`config.mk`:
```
export PLATFORM = sky130hd
export DESIGN_NAME = sid_ram
export DESIGN_NICKNAME = d
export VERILOG_FILES = /design/src/sorted_id_set_insert_core_assert.svh /design/src/sid_ram.sv
export SDC_FILE = /design/constraint.sdc
export NUM_CORES = 1
export LEC_CHECK = 0
export BUFFER_PORTS_ARGS = -buffer_cell sky130_fd_sc_hd__buf_4
export CAP_MARGIN = 40
export CORE_ASPECT_RATIO = 0.6
export CORE_UTILIZATION = 54
export CTS_BUF_LIST = sky130_fd_sc_hd__clkbuf_4 sky130_fd_sc_hd__clkbuf_8
export DETAILED_ROUTE_END_ITERATION = 6
export PLACE_DENSITY = 0.74
export SETUP_SLACK_MARGIN = 0.5
export SLEW_MARGIN = 20
export SYNTH_ARGS = -nofsm -noshare
export SYNTH_HDL_FRONTEND = slang
export SYNTH_SLANG_ARGS = --single-unit
```
`constraint.sdc`:
```
create_clock -name clk -period 2.1 [get_ports clk]
set_clock_uncertainty 0.2 [all_clocks]
set_input_delay 0.21 -clock clk [delete_from_list [all_inputs] [get_ports clk]]
set_output_delay 0.21 -clock clk [all_outputs]
set_load 0.05 [all_outputs]
```
`src/sorted_id_set_insert_core_assert.svh`:
```
// assertion macros for the insert core rtl
`ifndef SORTED_ID_SET_INSERT_CORE_ASSERT_SVH
`define SORTED_ID_SET_INSERT_CORE_ASSERT_SVH

`ifndef NO_ASSERTIONS

// checked on every clock edge outside reset
`define SID_ASSERT(lbl, prop, msg) \
	lbl: assert property (@(posedge clk) disable iff (!arst_n) prop) else $error(msg);

// checked on every clock edge, reset included
`define SID_ASSERT_ALWAYS(lbl, prop, msg) \
	lbl: assert property (@(posedge clk) prop) else $error(msg);

`else

`define SID_ASSERT(lbl, prop, msg)
`define SID_ASSERT_ALWAYS(lbl, prop, msg)

`endif

`endif

```
`src/sid_ram.sv`:
```
module sid_ram #(
	parameter int WIDTH = 8,
	parameter int DEPTH = 16
) (
	input  logic                     clk,
	input  logic                     wr_en,
	input  logic [$clog2(DEPTH)-1:0] wr_addr,
	input  logic [WIDTH-1:0]         wr_data,
	input  logic [$clog2(DEPTH)-1:0] rd_addr,
	output logic [WIDTH-1:0]         rd_data
);

	logic [WIDTH-1:0] mem_q [DEPTH];
	logic [WIDTH-1:0] rd_data_q;

	always_ff @(posedge clk) begin
		if (wr_en) begin
			mem_q[wr_addr] <= wr_data;
		end
		rd_data_q <= mem_q[rd_addr];
	end

	assign rd_data = rd_data_q;

endmodule
```
==> results.yml <==
setup_path:
  required_ns: 2.21
  cp_num_buf_inv: 0
  cp_max_fo: 1
  path_cells: "mux4_1 > a22oi_1 > nand2_1"
  arrival_ns: 1.64
  critPathSlowestCell: "mux4_1"
  cp-end-kind: "flop"
  crit_family: "multiplexers"
  slowest_delay_ns: 0.49
  cp-start-kind: "flop"
  crit_type: "flop to flop"
global_routing:
  grt_usage: 0.2105
  antenna_found_initial: 0
  grt_start_max_net_pins: 23
  grt_pass1_vias: 2479
  grt_pass1_wl_mm: 14.25
  gr-total-overflow: 0
routing:
  dr.pass1.iters: 4
  first_iter_violations: 257
  wl_per_cell_um: 21.66
  num_vias: 2441
  viasPerCell: 5.611
  route.detailed.drc: 0
  drt-total-wl_mm: 9.424
  ant_nets: 0
logic_synthesis:
  synthDistinctLibCells: 19
  synth_cells: 229
  synth_common_cells: "edfxtp_1, mux4_2, a22oi_1"
  ys_ff_latch: 136
  syn_area_um2: 5147
  syn_nets: 247
  yosysSeqAreaShare: 0.7778
  yosys-top-cells-area: "edfxtp_1, mux4_2, mux4_1, dfxtp_1, a22oi_1"
  synth_edf_count: 128
  synth.most_common_cell: "edfxtp_1"
  synth_top_cell_by_area: "edfxtp_1"
  async_flop_share: 0
  synth.avg_cell_area_um2: 22.48
  netlist.area_leader.share: 0.7467
  synthFlopType: "edfxtp_1"
  synthesis.yosys.warnings: 0
layout:
  synthToLayoutAreaGrowth_pct: 18.21
  nNetsFinal: 310
  drive_gt1_frac: 0.3279
  antenna_cells: 0
  multi_input_area_um2: 1074
  seq_area_um2: 4004
  fillCellCount: 628
floorplanning:
  dieArea_um2: 9939
  io_pins: 26
  fp.dieH_um: 77.63
  die_x_um: 128.0
  rows: 27
  core_area_um2: 9223
  start_util: 0.5581
sta:
  rsz0062_at_grt: "no"
  setup_violations: 0
  hold_viol_final: 0
  finalSetupTns_ns: 0
  slew_headroom: 0.7080
  worst_pin_slew_ns: 0.4380
  fin_crit_sh: 0.7284
  slew_violations: 0
  final.min_clock_period_ns: 1.530
  fmax_mhz: 653.8
clock_tree:
  cts_buffers: 17
  htree_levels: 4
  clk_path_buf_depth: 2
  clock_sinks: 136
  root_buffer: "clkbuf_8"
  post-cts-setup-buffer-count: 0
  cts.clk_slew.worst_paths_ns: 0.07
  cts_tree: "built"
  clk_latency_ns: 0.42
place:
  gp_congestion: 0.7610
  port_buffers: 25
  place_hpwl_mm: 6.195
power_and_ir_drop:
  p_leak_nw: 2.074
  peakVddDrop_uv: 438.0
  p_per_area_nw_per_um2: 909.1
  finalPower_mw: 5.532
job:
  maxCapViolCount: 0
min_path:
  hold_path.class: "input pin to flop"
status:
  outcome: "complete, no violations"
==> placed cells by master, fill, tap and decap left out, drive strengths merged <==
cell,synthesis,layout
a22oi,16,16
and2,1,1
and2b,1,1
buf,7,46
bufinv,0,3
clkbuf,0,21
clkinv,0,7
clkinvlp,0,1
dfxtp,8,8
dlygate4sd3,0,8
edfxtp,128,128
mux4,32,32
nand2,9,9
nand2b,2,2
nand3,1,1
nand3b,2,2
nor2,13,13
nor2b,1,1
nor3,4,4
or3b,1,1
==> repair_timing <==
item	4_1_cts	5_1_grt
endpoints found under the setup margin	1	1
endpoints found under the hold margin	128	0
gates resized for setup	1	1
hold buffers	8	0
==> metal layers <==
| metal | track usage | routed length (um) | part of all wire |
|---|---|---|---|
| met5 | 0 | 0 | 0 |
| met4 | 0.07765 | 25 | 0.0027 |
| met2 | 0.2957 | 4199 | 0.45 |
| met1 | 0.3187 | 4439 | 0.47 |
| met3 | 0.05655 | 760 | 0.081 |
==> flip-flops by register name, summed over array words and instances (netlist names) <==
signal / cells
rd_data: 8
mem_q: 128
==> final cells by class <==
| class | instances | area share |
|---|---|---|
| clock buffers | 21 | 0.04339 |
| clock inverters | 11 | 0.02139 |
| well taps | 130 | 0.02673 |
| repair buffers | 54 | 0.07403 |
| multi-input cells | 83 | 0.1764 |
| flip-flops and latches | 136 | 0.6580 |
==> path summary, 6_finish.rpt <==
path,from,to,slack [ns],cells after the start
worst max-delay path,mem_q[8][4]$_DFFE_PP_,rd_data[4]$_DFF_P_,0.57,3
worst min-delay path,wr_addr[1],mem_q[4][6]$_DFFE_PP_,0.11,3
worst max register to register,mem_q[8][4]$_DFFE_PP_,rd_data[4]$_DFF_P_,0.57,3
worst min register to register,mem_q[14][2]$_DFFE_PP_,rd_data[2]$_DFF_P_,0.47,3
==> tightest hold or removal path, delay by kind of cell <==
| family | cells | cell delay, ns |
|---|---|---|
| buf+inv | 2 | 0.30 |
| simple gates | 1 | 0.05 |
==> per-stage QoR <==
step / setup slack (ns) / instances / hold slack (ns) / area [um2] / util
after floorplan: 0.4239 / 229 / 0.1089 / 5162 / -
after detailed placement: 0.3117 / 395 / 0.3251 / 5609 / 0.6082
after global placement: 0.3257 / 395 / 0.3123 / 5609 / 0.6082
final: 0.5704 / 435 / 0.1109 / 6085 / 0.6597
after CTS: 0.5202 / 435 / 0.09222 / 6088 / 0.6602
after global routing: 0.5028 / 435 / 0.1057 / 6085 / 0.6597
==> report_power, final <==
group          leakage, nW  internal (mW)  switching [mW]  total [mW]
Combinational        0.644          0.156           0.216       0.372
Sequential            1.22           3.03          0.0198        3.05
Clock                0.206           1.21           0.901        2.11
Total                 2.07           4.40            1.14        5.53
==> logic make-up after synthesis <==
family          synth area share
mux                       0.1502
compound gates           0.02334
buf+inv                  0.01677
simple gates             0.03184
flops                     0.7778
(Power assumes the default switching activity.)
